--- src/design/uvs_pkg.sv ---
`timescale 1ns / 1ps
// Shared types, constants and tables for the UV sphere mesh generator.
// No dependencies.
package uvs_pkg;

  localparam int unsigned MAX_SEGMENTS = 255;
  localparam int unsigned CORDIC_STEPS = 16;

  // Long division: numerator width, divisor width, steps per stage.
  localparam int unsigned DIV_W      = 42;
  localparam int unsigned DEN_W      = 9;
  localparam int unsigned DIV_STEPS  = 6;
  localparam int unsigned DIV_STAGES = (DIV_W + DIV_STEPS - 1) / DIV_STEPS;

  // Rotator: datapath widths, iterations per stage.
  localparam int unsigned CRD_W         = 32;
  localparam int unsigned ANG_W         = 33;
  localparam int unsigned CRD_STEPS     = 4;
  localparam int unsigned CORDIC_STAGES = (CORDIC_STEPS + CRD_STEPS - 1) / CRD_STEPS;
  localparam int unsigned CORDIC_LAT    = CORDIC_STAGES + 1;

  // Pipeline index of the last stage before the output register.
  localparam int unsigned LAST_STG = DIV_STAGES + CORDIC_LAT + 4;

  localparam logic signed [CRD_W-1:0] CORDIC_GAIN = 32'sd652032874;

  localparam logic [31:0] ATAN_TURNS [24] = '{
    32'd536870912, 32'd316933406, 32'd167458907, 32'd85004756, 32'd42667331,
    32'd21354465, 32'd10679838, 32'd5340245, 32'd2670163, 32'd1335087,
    32'd667544, 32'd333772, 32'd166886, 32'd83443, 32'd41722, 32'd20861,
    32'd10430, 32'd5215, 32'd2608, 32'd1304, 32'd652, 32'd326, 32'd163, 32'd81
  };

  // Configuration register indexes.
  localparam logic [2:0] CFG_SEGMENTS = 3'd0;
  localparam logic [2:0] CFG_RADIUS_X = 3'd1;
  localparam logic [2:0] CFG_RADIUS_Y = 3'd2;
  localparam logic [2:0] CFG_RADIUS_Z = 3'd3;
  localparam logic [2:0] CFG_COLOR    = 3'd4;

  typedef struct packed {
    logic [7:0] ring;
    logic [7:0] column;
  } uvs_in_t;

  typedef struct packed {
    logic signed [15:0] pos_x;
    logic signed [15:0] pos_y;
    logic signed [15:0] pos_z;
    logic [16:0]        tex_u;
    logic [16:0]        tex_v;
    logic [31:0]        color_out;
    logic [47:0]        tri_first;
    logic [47:0]        tri_second;
    logic               quad_valid;
  } uvs_out_t;

  typedef struct packed {
    logic [47:0] tri_first;
    logic [47:0] tri_second;
    logic        quad_valid;
  } uvs_meta_t;

  typedef struct packed {
    logic [16:0] tex_u;
    logic [16:0] tex_v;
  } uvs_tex_t;

endpackage

--- src/design/uvs_cordic.sv ---
`timescale 1ns / 1ps
// Pipelined CORDIC rotator giving sine and cosine of a 32-bit turn phase in Q2.30.
// Depends on uvs_pkg.
module uvs_cordic (
  input  logic                                clk_i,
  input  logic                                en_i,
  input  logic [31:0]                         phase_i,
  output logic signed [uvs_pkg::CRD_W-1:0]    sin_o,
  output logic signed [uvs_pkg::CRD_W-1:0]    cos_o
);

  logic signed [uvs_pkg::CRD_W-1:0] x_q [uvs_pkg::CORDIC_STAGES];
  logic signed [uvs_pkg::CRD_W-1:0] x_d [uvs_pkg::CORDIC_STAGES];
  logic signed [uvs_pkg::CRD_W-1:0] y_q [uvs_pkg::CORDIC_STAGES];
  logic signed [uvs_pkg::CRD_W-1:0] y_d [uvs_pkg::CORDIC_STAGES];
  logic signed [uvs_pkg::ANG_W-1:0] z_q [uvs_pkg::CORDIC_STAGES];
  logic signed [uvs_pkg::ANG_W-1:0] z_d [uvs_pkg::CORDIC_STAGES];
  logic [uvs_pkg::CORDIC_STAGES-1:0] neg_q, neg_d;
  logic signed [uvs_pkg::CRD_W-1:0] sin_q, cos_q;

  always_comb begin
    logic signed [uvs_pkg::CRD_W-1:0] x, y, dx, dy;
    logic signed [uvs_pkg::ANG_W-1:0] z, at;
    logic [31:0] ph;
    logic        ng;
    for (int s = 0; s < int'(uvs_pkg::CORDIC_STAGES); s++) begin
      if (s == 0) begin
        // Second and third quadrants rotate by half a turn, results negated.
        ng = phase_i[31] ^ phase_i[30];
        ph = {phase_i[31] ^ ng, phase_i[30:0]};
        z  = $signed({ph[31], ph});
        x  = uvs_pkg::CORDIC_GAIN;
        y  = '0;
      end else begin
        ng = neg_q[s-1];
        x  = x_q[s-1];
        y  = y_q[s-1];
        z  = z_q[s-1];
      end
      for (int k = 0; k < int'(uvs_pkg::CRD_STEPS); k++) begin
        if (s * int'(uvs_pkg::CRD_STEPS) + k < int'(uvs_pkg::CORDIC_STEPS)) begin
          dx = y >>> (s * int'(uvs_pkg::CRD_STEPS) + k);
          dy = x >>> (s * int'(uvs_pkg::CRD_STEPS) + k);
          at = $signed({1'b0,
                uvs_pkg::ATAN_TURNS[5'(s * int'(uvs_pkg::CRD_STEPS) + k)]});
          if (!z[uvs_pkg::ANG_W-1]) begin
            x = x - dx;
            y = y + dy;
            z = z - at;
          end else begin
            x = x + dx;
            y = y - dy;
            z = z + at;
          end
        end
      end
      x_d[s]   = x;
      y_d[s]   = y;
      z_d[s]   = z;
      neg_d[s] = ng;
    end
  end

  always_ff @(posedge clk_i) begin
    if (en_i) begin
      x_q   <= x_d;
      y_q   <= y_d;
      z_q   <= z_d;
      neg_q <= neg_d;
      cos_q <= neg_q[uvs_pkg::CORDIC_STAGES-1] ? -x_q[uvs_pkg::CORDIC_STAGES-1]
                                                :  x_q[uvs_pkg::CORDIC_STAGES-1];
      sin_q <= neg_q[uvs_pkg::CORDIC_STAGES-1] ? -y_q[uvs_pkg::CORDIC_STAGES-1]
                                                :  y_q[uvs_pkg::CORDIC_STAGES-1];
    end
  end

  assign sin_o = sin_q;
  assign cos_o = cos_q;

endmodule

--- config.mk ---
export PLATFORM = sky130hd
export DESIGN_NAME = uvs_cordic
export DESIGN_NICKNAME = d
export VERILOG_FILES = /design/src/design/uvs_pkg.sv /design/src/design/uvs_cordic.sv
export SDC_FILE = /design/constraint.sdc
export NUM_CORES = 2
export LEC_CHECK = 0
export ABC_CLOCK_PERIOD_IN_PS = 21800
export BUFFER_PORTS_ARGS = -buffer_cell sky130_fd_sc_hd__buf_2
export CAP_MARGIN = 20
export CORE_AREA = 2 2 397 399
export CTS_BUF_LIST = sky130_fd_sc_hd__clkbuf_4
export DETAILED_ROUTE_END_ITERATION = 10
export DIE_AREA = 0 0 399 401
export PLACE_DENSITY_LB_ADDON = 0.1
export SYNTH_ARGS = -nofsm -noshare
export SYNTH_HDL_FRONTEND = slang
export SYNTH_SLANG_ARGS = --single-unit
--- constraint.sdc ---
create_clock -name clk_i -period 21.8 [get_ports clk_i]
set_input_delay 4.36 -clock clk_i [delete_from_list [all_inputs] [get_ports clk_i]]
set_output_delay 4.36 -clock clk_i [all_outputs]
set_load 0.02 [all_outputs]
==> results by stage <==
Run status:
- The flow ran to the end, and the final reports show no timing, DRC or antenna violations.

Placed design:
- The half-perimeter wire length after placement is 210000 µm.
- The count of buffers added on input and output ports is between 90 and 100.
- The congestion estimate from routability-driven global placement came to 0.969.
- The total placed instance area is 0.0881 mm².
- The worst slack after detailed placement is around 3.4 ns.

Min path:
- The critical hold path startpoint is neg_q[1].
- The class of the worst hold path is reg2reg.

CTS:
- The later pin in the worst-skew pair is clocked with a latency of between 1 and 1.5 ns.
- The number of hold buffers added after CTS was 0.
- The clock sink count is 423.
- The total CTS buffers is 115.
- The number of gates resized after cts is 0.
- Clock-pin slew was measured on the worst setup and hold paths at 0.06 ns.
- In this run the number of H-tree levels came out at 3.
- The maximum clock insertion buffer count is 3.
- TritonCTS built the clock tree.
- The master cell of the clock root buffer is clkbuf_4.
- The number of setup buffers added after CTS is 0.

Timing:
- Headroom to the max-slew limit came out at 22.3%.
- The measured slew at the worst slew-check pin is 1.15 ns.
- The total count of hold-check failures in the final report is 0.
- The fraction of the cycle the final worst path needs is between 80% and 90%.
- For the final database, setup skew stands at 0.159 ns.
- Setup slack closes at between 3 and 4 ns.
- Setup repair after global routing left no endpoint under its margin.
- Setup violations remaining at the end of the flow were counted as 0.
- The time the worst path needs with I/O delays and setup is 18.74 ns.
- Based on the critical path, the design can be clocked at up to 53.4 MHz.
- The total negative setup slack is 0 ns.
- The total count of max-transition violations in the final report is 0.

GRT:
- The most used routing layer is met2.
- The global-route wire length before repair is 393000 µm.
- For this run, global-route usage on met2 was measured as 50.5%.
- Global routing used 3.45% of the available met3 tracks.
- The number of global-route vias before repair came to 73450.
- The overflow left after global routing is 0.
- The maximum number of pins on one net before global-route repair is 110.
- Global routing consumed, on the met1 layer, just under 40% of the routing resources.
- The total routing usage reported by global routing is 30.1%.
- The number of antenna violations at the first check in global routing was 7.

Critical path:
- Along the worst path, the maximum fanout reaches 55.
- The worst setup path is captured at a register.
- For the worst setup path, the data required time is 22.64 ns.
- The start point of the critical path is z_q[65].
- The critical path's most frequent cell is o21ai_0.
- The worst setup path is launched from a register.
- The worst register-to-register path begins at z_q[65].
- For this run, the slowest stage of the critical path takes 0.96 ns.
- The signal arrival time at the worst endpoint is 19.58 ns.
- The critical path in this run is classified as reg2reg.
- Among all stages on the critical path, the largest delay is contributed by clkinv_1.

Floorplan:
- The total area inside the core boundary comes to 0.156 mm².
- The die area is about 0.16 mm².
- The die is 399 µm wide.
- The effective utilization at floorplan is 54.8%.
- Measured along the y axis, the die boundary spans 401 µm.
- The number of primary I/O pins is 98.
- The number of placement rows is 145.

Detailed routing:
- The pre-antenna-repair detailed-routing pass consisted of 5 iterations.
- The wire length per cell after detailed routing is around 19 µm.
- The remaining number of nets flagged by the antenna check after routing is 0.
- The number of vias per cell after detailed routing is 6.05.
- The remaining routing DRC violations is 0.
- The sum of routed wire length over all layers is 251000 µm.
- The number of violations reported at the end of detailed-routing iteration 0 is about 5500.
- The detailed router placed just under 80000 vias in this run.

Synthesis:
- The synthesized design contains approximately 420 register bits.
- Yosys attributes the largest share of cell area to ha_1, edfxtp_1, xnor2_1.
- The count of synthesis-stage warnings from yosys is 0.
- The number of nets handed over by synthesis was 12124.
- The cell count after synthesis is 10711.
- The share of synthesized area in the top cell type comes to 19.7%.
- A synthesized cell averages 7.97 µm².
- The share of synthesized registers carrying an async set or reset is 0%.
- The number of enable flip-flop cells after synthesis is 423.
- The most instantiated flip-flop cell in the synthesis netlist is edfxtp_1.
- After synthesis, flip-flops and latches occupy 14.9% of the total area.
- The cell type contributing the most total cell area after synthesis is ha_1.
- The netlist area before placement is 0.0853 mm².
- The number of different library cells in the post-synthesis netlist is 115.

Layout:
- The area of all placed cells without fillers is 0.0896 mm².
- The net count reported at finish is 12210.
- Compared with the post-synthesis result, the final layout area differs by 4.98%.
- For this run, the share of the core covered by cells in the final layout is a little under three fifths.
- Cells with a size suffix above 1 make up 5.07% of the layout.

Job:
- The total of max-cap violations is 0.
-- layer usage --
layer / vias to the layer above / routed length [µm]
met1: 36499 / 114000
met5: - / 0
met2: 1798 / 116000
met4: 0 / 9470
li1: 39642 / -
met3: 358 / 11200
-- per-stage QoR --
step,std cells,hold WS [ns]
2_1_floorplan,10711,0.400
5_1_grt,12948,0.435
3_3_place_gp,12737,0.401
3_5_place_dp,12737,0.405
4_1_cts,12942,0.430
6_report,12950,0.425
-- layout by cell type, fill, tap and decap left out, types with 45 or more instances in the layout --
master       n
buf_4       45
xnor2_1   1128
a21oi_1   1082
edfxtp_1   423
nor2b_1    152
buf_2       96
a31oi_1    125
nand4_1     83
o21ai_0    707
mux2_2      64
a21o_1     438
or3_1      128
xor2_1     533
clkbuf_4   149
o21bai_1   164
nor4_1      50
nand2_1    684
ha_1      1342
or2_2       69
and3_1      81
nand3_1    180
o21a_1     208
inv_1      520
o31ai_1    113
a211oi_1   123
and2_1      60
nand2b_1   178
nor2_1     870
nor3_1     255
a21boi_0    67
-- critical path: cells and delay by family (launching register included) --
family	cells	cell delay, ns
adder cells (fa/ha/maj)	4	1.85
buffers and inverters	6	3.38
AO/OA/AOI/OAI	35	10.04
AND/OR/NAND/NOR	10	2.06
flip-flops	1	0.32
XOR/XNOR	4	0.82
-- cells by family after synthesis --
kind of cell	synth area share, %
simple gates	16.7
flops	14.9
fa+ha+maj	20.5
buf+inv	3.09
xor+xnor	17.3
compound gates	26.1
mux	1.35
-- synth_stat cells (164+ instances only) --
cell / n
ha_1: 1342
o21bai_1: 164
nor3_1: 255
inv_1: 520
xnor2_1: 1130
xor2_1: 533
nand2b_1: 178
nand3_1: 180
nor2_1: 870
a21oi_1: 1084
a21o_1: 439
o21ai_0: 708
edfxtp_1: 423
nand2_1: 684
o21a_1: 208
-- final cells by class --
cell class | instances | area (µm²)
diodes | 7 | 17.5
clock buffers | 149 | 1120
clock inverters | 56 | 300
fillers | 14582 | 66100
inverters | 524 | 1970
multi-input cells | 9590 | 70100
flip-flops and latches | 423 | 12700
well taps | 2058 | 2570
repair buffers | 143 | 848
-- registers in the layout, indices dropped and copies added (netlist names) --
name	count
x_q	128
cos_o	32
z_q	99
neg_q	4
sin_o	32
y_q	128
-- worst paths after layout --
kind,end,slack [ns],depth (start not counted)
setup / recovery,y_q[31],3.06,59
hold / removal,neg_q[2],0.43,0
setup reg to reg,y_q[31],3.06,59
hold reg to reg,neg_q[2],0.43,0
Power is not shown: default switching activity piles up to over one toggle a cycle in this logic, so the estimate is an artifact.
