==> src/design/uvs_pkg.sv <==
`timescale 1ns / 1ps
// Shared types, constants and tables for the UV sphere mesh generator.
// No dependencies.
package uvs_pkg;

  localparam int unsigned MAX_SEGMENTS = 255;
  localparam int unsigned CORDIC_STEPS = 16;

  // Long division: numerator width, divisor width, steps per stage.
  localparam int unsigned DIV_W      = 42;
  localparam int unsigned DEN_W      = 9;
  localparam int unsigned DIV_STEPS  = 6;
  localparam int unsigned DIV_STAGES = (DIV_W + DIV_STEPS - 1) / DIV_STEPS;

  // Rotator: datapath widths, iterations per stage.
  localparam int unsigned CRD_W         = 32;
  localparam int unsigned ANG_W         = 33;
  localparam int unsigned CRD_STEPS     = 4;
  localparam int unsigned CORDIC_STAGES = (CORDIC_STEPS + CRD_STEPS - 1) / CRD_STEPS;
  localparam int unsigned CORDIC_LAT    = CORDIC_STAGES + 1;

  // Pipeline index of the last stage before the output register.
  localparam int unsigned LAST_STG = DIV_STAGES + CORDIC_LAT + 4;

  localparam logic signed [CRD_W-1:0] CORDIC_GAIN = 32'sd652032874;

  localparam logic [31:0] ATAN_TURNS [24] = '{
    32'd536870912, 32'd316933406, 32'd167458907, 32'd85004756, 32'd42667331,
    32'd21354465, 32'd10679838, 32'd5340245, 32'd2670163, 32'd1335087,
    32'd667544, 32'd333772, 32'd166886, 32'd83443, 32'd41722, 32'd20861,
    32'd10430, 32'd5215, 32'd2608, 32'd1304, 32'd652, 32'd326, 32'd163, 32'd81
  };

  // Configuration register indexes.
  localparam logic [2:0] CFG_SEGMENTS = 3'd0;
  localparam logic [2:0] CFG_RADIUS_X = 3'd1;
  localparam logic [2:0] CFG_RADIUS_Y = 3'd2;
  localparam logic [2:0] CFG_RADIUS_Z = 3'd3;
  localparam logic [2:0] CFG_COLOR    = 3'd4;

  typedef struct packed {
    logic [7:0] ring;
    logic [7:0] column;
  } uvs_in_t;

  typedef struct packed {
    logic signed [15:0] pos_x;
    logic signed [15:0] pos_y;
    logic signed [15:0] pos_z;
    logic [16:0]        tex_u;
    logic [16:0]        tex_v;
    logic [31:0]        color_out;
    logic [47:0]        tri_first;
    logic [47:0]        tri_second;
    logic               quad_valid;
  } uvs_out_t;

  typedef struct packed {
    logic [47:0] tri_first;
    logic [47:0] tri_second;
    logic        quad_valid;
  } uvs_meta_t;

  typedef struct packed {
    logic [16:0] tex_u;
    logic [16:0] tex_v;
  } uvs_tex_t;

endpackage

==> src/design/uvs_div.sv <==
`timescale 1ns / 1ps
// Pipelined restoring divider, a few quotient bits per stage.
// Depends on uvs_pkg.
module uvs_div (
  input  logic                          clk_i,
  input  logic                          en_i,
  input  logic [uvs_pkg::DIV_W-1:0]     num_i,
  input  logic [uvs_pkg::DEN_W-1:0]     den_i,
  output logic [uvs_pkg::DIV_W-1:0]     quot_o
);

  // Remainder stays below the divisor, so it fits the divisor width.
  logic [uvs_pkg::DEN_W-1:0] rem_q [uvs_pkg::DIV_STAGES];
  logic [uvs_pkg::DEN_W-1:0] rem_d [uvs_pkg::DIV_STAGES];
  logic [uvs_pkg::DIV_W-1:0] nq_q  [uvs_pkg::DIV_STAGES];
  logic [uvs_pkg::DIV_W-1:0] nq_d  [uvs_pkg::DIV_STAGES];
  logic [uvs_pkg::DEN_W-1:0] den_q [uvs_pkg::DIV_STAGES];
  logic [uvs_pkg::DEN_W-1:0] den_d [uvs_pkg::DIV_STAGES];

  always_comb begin
    logic [uvs_pkg::DEN_W-1:0] r;
    logic [uvs_pkg::DIV_W-1:0] nq;
    logic [uvs_pkg::DEN_W-1:0] d;
    logic [uvs_pkg::DEN_W:0]   t;
    for (int s = 0; s < int'(uvs_pkg::DIV_STAGES); s++) begin
      if (s == 0) begin
        r  = '0;
        nq = num_i;
        d  = den_i;
      end else begin
        r  = rem_q[s-1];
        nq = nq_q[s-1];
        d  = den_q[s-1];
      end
      for (int k = 0; k < int'(uvs_pkg::DIV_STEPS); k++) begin
        if (s * int'(uvs_pkg::DIV_STEPS) + k < int'(uvs_pkg::DIV_W)) begin
          t  = {r, nq[uvs_pkg::DIV_W-1]};
          nq = {nq[uvs_pkg::DIV_W-2:0], 1'b0};
          if (t >= {1'b0, d}) begin
            t     = t - {1'b0, d};
            nq[0] = 1'b1;
          end
          r = t[uvs_pkg::DEN_W-1:0];
        end
      end
      rem_d[s] = r;
      nq_d[s]  = nq;
      den_d[s] = d;
    end
  end

  always_ff @(posedge clk_i) begin
    if (en_i) begin
      rem_q <= rem_d;
      nq_q  <= nq_d;
      den_q <= den_d;
    end
  end

  assign quot_o = nq_q[uvs_pkg::DIV_STAGES-1];

endmodule

==> config.mk <==
export PLATFORM = sky130hd
export DESIGN_NAME = uvs_div
export DESIGN_NICKNAME = d
export VERILOG_FILES = /design/src/design/uvs_pkg.sv /design/src/design/uvs_div.sv
export SDC_FILE = /design/constraint.sdc
export NUM_CORES = 1
export LEC_CHECK = 0
export BUFFER_PORTS_ARGS = -buffer_cell sky130_fd_sc_hd__buf_2
export CORE_ASPECT_RATIO = 0.9
export CORE_MARGIN = 4
export CORE_UTILIZATION = 30
export CTS_BUF_LIST = sky130_fd_sc_hd__clkbuf_2 sky130_fd_sc_hd__clkbuf_4 sky130_fd_sc_hd__clkbuf_8
export DETAILED_ROUTE_END_ITERATION = 6
export PLACE_DENSITY = 0.42
export SLEW_MARGIN = 10
export SYNTH_ARGS = -nofsm -noshare
export SYNTH_HDL_FRONTEND = slang
export SYNTH_SLANG_ARGS = --single-unit
==> constraint.sdc <==
create_clock -name clk_i -period 28.5 [get_ports clk_i]
set_input_delay 2.85 -clock clk_i [delete_from_list [all_inputs] [get_ports clk_i]]
set_output_delay 2.85 -clock clk_i [all_outputs]
set_load 0.05 [all_outputs]
==> results.py, run 1 <==
metrics = {
    "status": {
        "status": "finished clean",
    },
    "cts": {
        "cts.sinks": 402,
        "cts_tree": "yes",
        "clockRootBuffer": "clkbuf_8",
        "cts_buffers": 77,
        "clock_latency_ps": 710,
        "clockBufferDepth": 3,
        "cts_setup_buffers": 0,
        "cts_resized": 0,
        "holdBufCountCts": 0,
        "clk_pin_slew_ps": 60,
        "htree_levels": 3,
    },
    "timing": {
        "rsz0062_at_grt": "no",
        "fin_worst_skew_ps": 41.1,
        "fin_crit_ps": 16140,
        "tightest_slew_ps": 1120,
        "period_share": 0.566,
        "hold_violations": 0,
        "setup_viol_count_final": 0,
        "setup_tns_ps": 0,
        "slew_violations": 0,
        "slew-limit-headroom": 0.250,
        "fmax_mhz": 62.0,
    },
    "global_route": {
        "antenna_found_initial": 1,
        "first_global_vias": 23600,
        "grt_pass1_wl_mm": 133,
        "grt_remaining_overflow": 0,
        "grt_usage": 0.150,
        "grt_max_degree": 82,
    },
    "logic_synthesis": {
        "synthTopCellsByArea": "edfxtp_1 38%, ha_1 15%, mux2_2 4.4%",
        "synth_ff_type": "edfxtp_1",
        "synth_top_area_frac": 0.380,
        "yosysTopAreaCell": "edfxtp_1",
        "synth.net_count": 3524,
        "ys_seq_area_frac": 0.380,
        "synth_cell_types": 95,
        "async_flop_share": 0,
        "syn_inst": 3060,
        "syn_area_um2": 31700,
        "ys_ff_latch": 402,
        "syn_avg_cell_area_um2": 10.4,
        "synth_warnings": 0,
        "synth_edf_count": 402,
    },
    "worst_setup_path": {
        "slowest_stage": "nor2_1",
        "ff2ff_setup_slack_ps": 12360,
        "crit_buf_inv": 3,
        "crit_arrival_ps": 16520,
        "critPathLaunchType": "register",
        "end_kind": "register",
        "critPathTopFamily": "compound AO/OA/AOI/OAI gates",
        "worst_path_most_repeated_cell": "o21ai_0",
        "worstPathRequired_ps": 28880,
        "worstPathMaxFanout": 15,
        "critical_path_class": "register to register",
        "slowest_delay_ps": 820,
    },
    "finish": {
        "drive_above_1_share": 0.121,
        "final_nets": 3631,
        "area_delta_synth_final_pct": 10.5,
    },
    "floorplan": {
        "rows": 112,
        "initial_core_util": 0.304,
        "core-area_um2": 104000,
        "die_w_um": 351,
        "fp.dieArea_um2": 111000,
        "pin_count": 95,
        "die_y_um": 317,
    },
    "routing": {
        "wl_mm": 84.3,
        "met1_length_mm": 40.0,
        "wl_met3_mm": 3.40,
        "wl_met2_mm": 38.6,
        "dr.max_layer_used": "met4",
        "drcViolationCount": 0,
        "vias": 23300,
        "drt-pass1-iter-count": 5,
        "detail_route.vias_per_cell": 5.08,
        "wl_per_cell_um": 18.3,
        "first_iter_violations": 1327,
        "antenna_left": 0,
    },
    "min_path": {
        "min_path_type": "register to register",
    },
    "run": {
        "drv_cap": 0,
    },
    "placement": {
        "gp_congestion": 0.877,
        "dp.final_hpwl_mm": 63.8,
        "port_buffers": 94,
    },
}
[worst register-to-register path, delay by kind of cell, from the launching register on]
family                     cells  cell delay [ps]
DFF                            1              650
AOI/OAI and AO/OA             30             8410
muxes                          1              430
buffers and inverters          3              950
and+or+nand+nor               11             2660
adders and majority gates      6             2730
[registers in the layout (all words and copies together), names as in the netlist]
register	flops
quot_o	42
nq_q	36
rem_q	54
nq_d	216
den_d	54
[kinds of logic (layout without fill, tap and decap cells)]
family / count (synthesis) / in the layout / synth area share
flip-flops: 402 / 402 / 0.380
AND/OR/NAND/NOR: 710 / 710 / 0.112
buffers and inverters: 333 / 498 / 0.0453
AO/OA/AOI/OAI: 778 / 778 / 0.161
other: 0 / 1 / 0
multiplexers: 186 / 186 / 0.0637
XOR/XNOR: 240 / 240 / 0.0662
adder cells (fa/ha/maj): 411 / 411 / 0.171
[placed cells by master, fill, tap and decap left out, types with 26 or more instances in the layout]
master,netlist,routed
mux2i_1,60,59
xor2_1,94,94
edfxtp_1,402,402
nand2_1,155,155
a211oi_1,34,33
nand2b_1,51,51
o21ai_0,183,183
fa_1,40,40
a21oi_1,204,204
nand4_1,66,66
o21bai_1,26,26
inv_1,250,250
xnor2_1,146,146
nor3_1,45,45
nor2_1,192,192
a21o_1,108,108
buf_2,9,93
nor2b_1,80,80
clkbuf_8,0,78
ha_1,371,371
mux2_2,124,124
[layer usage]
| layer | up-vias | track usage |
|---|---|---|
| met1 | 11200 | 0.203 |
| met5 | - | 0 |
| li1 | 11600 | - |
| met4 | 0 | 0.0458 |
| met2 | 460 | 0.247 |
| met3 | 132 | 0.0238 |
[cell usage after synthesis, types with 60 or more instances]
cell type,count
xor2_1,94
nor2b_1,80
mux2_2,124
nor2_1,192
xnor2_1,146
edfxtp_1,402
a21oi_1,204
o21ai_0,183
nand4_1,66
a21o_1,108
nand2_1,155
ha_1,371
inv_1,250
mux2i_1,60
[metrics by stage]
step                instance area, um^2  worst slack [ps]   util  std cells  hold WS [ps]
detailed placement                33600             12300  0.321       4456           405
floorplan                         31700             15200      -       3060           400
finish                            35100             12360  0.336       4594           405
global route                      35100             10980  0.336       4594           411
CTS                               35100             12320  0.336       4593           398
global placement                  33600             12410  0.321       4456           400
[path summary, 6_finish.rpt]
kind	start	end	depth (start not counted)
worst max register to register	den_d[37]	rem_q[37]	51
worst max-delay path	den_d[37]	rem_q[37]	51
worst min-delay path	nq_d[221]	nq_d[185]	0
worst min register to register	nq_d[221]	nq_d[185]	0
[cell type report]
class / instances / area (um^2)
inverters: 257 / 965
multi-input cells: 2325 / 18300
clock buffers: 98 / 1220
diodes: 1 / 2.50
well taps: 1368 / 1710
fillers: 10500 / 69300
flip-flops and latches: 402 / 12100
repair buffers: 104 / 556
clock inverters: 39 / 299
Power of run 1 is not shown: default switching activity piles up to over one toggle a cycle in this logic, so the estimate is an artifact.
==> run 2, diff against run 1 <==
clock period = 15.47 ns   (was 28.5 ns; I/O delays follow)
==> run 2 against run 1 <==
  * Clock skew down 4.3 ps
  * Global-route usage grew 0.051 points
  * Die area stayed put
  * First-iteration DRC count shrank 4.3%
  * Critical path depth grew 7
  * Utilization grew 0.35 points
  * Highest routed layer unchanged
  * Maximum frequency is 12% higher
  * Sequential share of layout area fell by 0.36 points
  * Wire length increased by 0.29%
  * Critical path type unchanged
  * Via count grew 1.2%
  * Count of clock-buffer cells in the layout grew 1
==> results.py, run 2 (synthesis gave the netlist of run 1 again) <==
metrics = {
    "status": {
        "status": "finished clean",
    },
    "finish": {
        "drive_above_1_share": 0.133,
        "multi_input_area_um2": 18300,
        "final_nets": 3674,
        "final_cell_mix": "402 x edfxtp_1, 371 x ha_1, 250 x inv_1, 203 x a21oi_1, 192 x nor2_1",
        "largest_reg_flops": 216,
        "area_delta_synth_final_pct": 11.7,
        "fill_cells": 10500,
        "final_common_cell": "edfxtp_1",
        "stdcell_area_um2": 35500,
        "seq_area_um2": 12100,
    },
    "global_route": {
        "first_global_vias": 24000,
        "grt_remaining_overflow": 0,
        "grt_pass1_wl_mm": 133,
        "antenna_found_initial": 2,
        "grt_max_degree": 92,
        "grt_usage": 0.151,
    },
    "timing": {
        "fin_worst_skew_ps": 36.8,
        "tightest_slew_ps": 1110,
        "hold-worst-slack_ps": 403,
        "hold_violations": 0,
        "rsz0062_at_grt": "yes",
        "slew_violations": 0,
        "fmax_mhz": 69.4,
        "setup_viol_count_final": 0,
        "fin_crit_ps": 14400,
        "slew-limit-headroom": 0.263,
        "period_share": 0.931,
    },
    "floorplan": {
        "initial_core_util": 0.304,
        "die_w_um": 351,
        "rows": 112,
        "fp.dieArea_um2": 111000,
        "die_y_um": 317,
        "pin_count": 95,
        "core-area_um2": 104000,
    },
    "worst_setup_path": {
        "slowest_delay_ps": 580,
        "worstPathMaxFanout": 23,
        "critical_path_class": "register to register",
        "end_kind": "register",
        "worstPathRequired_ps": 15890,
        "critPathLaunchType": "register",
        "crit_arrival_ps": 14820,
        "slowest_stage": "edfxtp_1",
    },
    "placement": {
        "dp.final_hpwl_mm": 64.3,
        "port_buffers": 94,
        "gp_congestion": 0.865,
        "place_area_um2": 33800,
    },
    "run": {
        "drv_cap": 0,
    },
    "cts": {
        "clockBufferDepth": 3,
        "cts.sinks": 402,
        "cts_buffers": 78,
        "clk_pin_slew_ps": 50,
        "clockRootBuffer": "clkbuf_8",
        "htree_levels": 3,
        "clock_latency_ps": 700,
        "cts_tree": "yes",
    },
    "routing": {
        "drt-pass1-iter-count": 5,
        "antenna_left": 0,
        "vias": 23600,
        "detail_route.vias_per_cell": 5.09,
        "wl_per_cell_um": 18.2,
        "wl_mm": 84.5,
        "drcViolationCount": 0,
        "first_iter_violations": 1270,
    },
    "min_path": {
        "min_path_type": "register to register",
    },
}
[run 2: what timing repair did]
item                       CTS  global route
resized for setup            0             8
hold buffers                 0             0
setup endpoints to repair    0            29
setup buffers                0             8
[run 2: area by class of cell]
| type | count | share of cell area |
|---|---|---|
| Sequential cell | 402 | 0.341 |
| Clock buffer | 99 | 0.0353 |
| Multi-Input combinational cell | 2325 | 0.515 |
| Timing Repair Buffer | 146 | 0.0246 |
| Tap cell | 1368 | 0.0483 |
| Inverter | 257 | 0.0272 |
| Clock inverter | 36 | 0.00847 |
| Antenna cell | 3 | 0.000212 |
[run 2: per-layer routing]
layer / wire, um / track usage
met1: 40500 / 0.204
met2: 37700 / 0.242
met3: 3440 / 0.0270
met4: 2820 / 0.0534
met5: 0 / 0
[run 2: metrics by stage]
step | std cells | util | TNS (ps) | setup slack [ps]
final | 4636 | 0.340 | 0 | 1070
after global routing | 4636 | 0.340 | -108 | -36.3
after CTS | 4624 | 0.339 | 0 | 432
after detailed placement | 4489 | 0.324 | 0 | 509
after global placement | 4489 | 0.324 | 0 | 716
after floorplan | 3060 | - | 0 | 2200
[run 2: critical path, delay by kind of cell, from the launching register on]
kind	cells	cell delay (ps)
flops	1	580
buf+inv	6	970
compound gates	27	6440
mux	4	1100
fa+ha+maj	7	2600
simple gates	14	2410
[run 2: final timing paths]
| path | from | end | slack [ps] | cells after the start |
|---|---|---|---|---|
| max | den_d[27] | rem_q[31] | 1070 | 58 |
| min | nq_d[193] | nq_d[157] | 400 | 0 |
| max reg2reg | den_d[27] | rem_q[31] | 1070 | 58 |
| min reg2reg | nq_d[193] | nq_d[157] | 400 | 0 |
Power of run 2 is left out for the same reason.
==> run 3, diff against run 2 <==
CORE_MARGIN = not set   (was 4)
CTS_CLUSTER_DIAMETER = 100   (was not set)
==> run 3 against run 2 <==
  * Sequential share of layout area rose by 0.054 points
  * Maximum frequency rose by 0.52%
  * Register-to-register slack better by 70 ps
  * Flip-flop and latch count unchanged
  * Utilization is essentially flat
  * Critical path type unchanged
  * Cell count up 0.13%
  * Largest cell class unchanged
==> results.py, run 3 (synthesis gave the netlist of run 1 again) <==
metrics = {
    "status": {
        "status": "finished clean",
    },
    "worst_setup_path": {
        "worstPathRequired_ps": 15920,
        "crit_arrival_ps": 14780,
        "critical_path_class": "register to register",
        "ff2ff_setup_slack_ps": 1140,
        "end_kind": "register",
        "r2r-start": "den_d[27]",
        "slowest_stage": "edfxtp_1",
        "rr_endpoint": "rem_q[28]",
        "worstPathMaxFanout": 22,
        "slowest_delay_ps": 530,
        "reg2reg_depth": 58,
        "critPathLaunchType": "register",
    },
    "routing": {
        "antenna_left": 0,
        "wl_per_cell_um": 18.2,
        "drt-pass1-iter-count": 7,
        "vias": 23500,
        "detail_route.vias_per_cell": 5.06,
        "wl_mm": 84.5,
        "drcViolationCount": 0,
        "first_iter_violations": 1273,
    },
    "global_route": {
        "antenna_found_initial": 3,
        "grt_busiest_layer": "met2",
        "grt_max_degree": 125,
        "grt_remaining_overflow": 0,
        "grt_use_met3": 0.0246,
        "first_global_vias": 23800,
        "met2_usage": 0.248,
        "grt_util_met1": 0.220,
        "grt_usage": 0.158,
        "grt_pass1_wl_mm": 134,
    },
    "timing": {
        "slew-limit-headroom": 0.284,
        "rsz0062_at_grt": "no",
        "fin_crit_ps": 14330,
        "tightest_slew_ps": 1070,
        "hold_violations": 0,
        "setup_tns_ps": 0,
        "finalWorstSetupSlack_ps": 1140,
        "period_share": 0.926,
        "setup_viol_count_final": 0,
        "fmax_mhz": 69.8,
        "slew_violations": 0,
        "fin_worst_skew_ps": 34.5,
        "hold-worst-slack_ps": 408,
    },
    "placement": {
        "pre_cts_slack_ps": 337,
        "dp.final_hpwl_mm": 64.4,
        "gp_congestion": 0.850,
        "port_buffers": 94,
    },
    "floorplan": {
        "pin_count": 95,
        "rows": 112,
        "die_w_um": 345,
        "die_y_um": 311,
        "core-area_um2": 104000,
        "fp.dieArea_um2": 107000,
        "initial_core_util": 0.305,
    },
    "cts": {
        "clockBufferDepth": 3,
        "cts_buffers": 77,
        "cts_tree": "yes",
        "clock_latency_ps": 710,
        "cts.sinks": 402,
        "clk_pin_slew_ps": 60,
        "htree_levels": 3,
        "clockRootBuffer": "clkbuf_8",
    },
    "min_path": {
        "hold_start": "nq_d[142]",
        "min_to": "nq_d[106]",
        "min_path_type": "register to register",
        "min_path_cells": 0,
    },
    "finish": {
        "largest_reg_flops": 216,
        "final_cell_mix": "402 x edfxtp_1, 371 x ha_1, 250 x inv_1, 203 x a21oi_1, 190 x nor2_1",
        "final_nets": 3675,
        "drive_above_1_share": 0.133,
        "final_common_cell": "edfxtp_1",
        "area_delta_synth_final_pct": 11.5,
    },
    "run": {
        "drv_cap": 0,
    },
}
run 3: cell count changes in the layout (fill, tap and decap cells not counted), sizes merged:
cell      before  now
clkinv        27   39
diode          3    4
inv          257  258
buf          146  148
bufinv         5    2
clkinvlp       4    3
clkbuf        99   93
run 3: how the worst max path moves through the flow:
stage	depth (start not counted)	slack [ps]	start	to
2_1_floorplan	61	2200	den_d[28]	rem_q[28]
3_5_place_dp	55	340	den_d[28]	rem_q[28]
4_1_cts	55	270	den_d[28]	rem_q[28]
6_report	58	1140	den_d[27]	rem_q[28]
5_1_grt	58	4	den_d[27]	rem_q[28]
3_3_place_gp	55	620	den_d[28]	rem_q[28]
run 3: metrics by stage:
stage | instance area, um^2 | instances | utilization
final | 35400 | 4642 | 0.339
after global routing | 35400 | 4641 | 0.339
after CTS | 35300 | 4626 | 0.338
after detailed placement | 33800 | 4488 | 0.324
after global placement | 33800 | 4488 | 0.324
after floorplan | 31700 | 3060 | -
run 3: final cells by class:
type / instances / area, um^2
diodes: 4 / 10.0
clock buffers: 93 / 1180
clock inverters: 45 / 283
fillers: 10600 / 68900
inverters: 257 / 965
multi-input cells: 2325 / 18300
flip-flops and latches: 402 / 12100
well taps: 1368 / 1710
repair buffers: 148 / 898
run 3: what timing repair did:
action / in CTS / in global routing
endpoints found under the setup margin: 0 / 37
hold buffers: 0 / 0
endpoints found under the hold margin: 0 / 0
resized for setup: 0 / 10
setup buffers: 0 / 11
run 3: layer usage:
| metal | vias up | part of all wire |
|---|---|---|
| li1 | 11700 | - |
| met1 | 11200 | 0.49 |
| met2 | 462 | 0.45 |
| met3 | 134 | 0.036 |
| met4 | 0 | 0.027 |
| met5 | - | 0 |
run 3: worst max-delay path: cells and delay by family, from the launching register on:
family | cells | cell delay [ps]
flip-flops | 1 | 530
adder cells (fa/ha/maj) | 7 | 2520
buffers and inverters | 6 | 930
multiplexers | 4 | 1200
AND/OR/NAND/NOR | 14 | 2480
AO/OA/AOI/OAI | 27 | 6370
Power of run 3 is left out for the same reason.
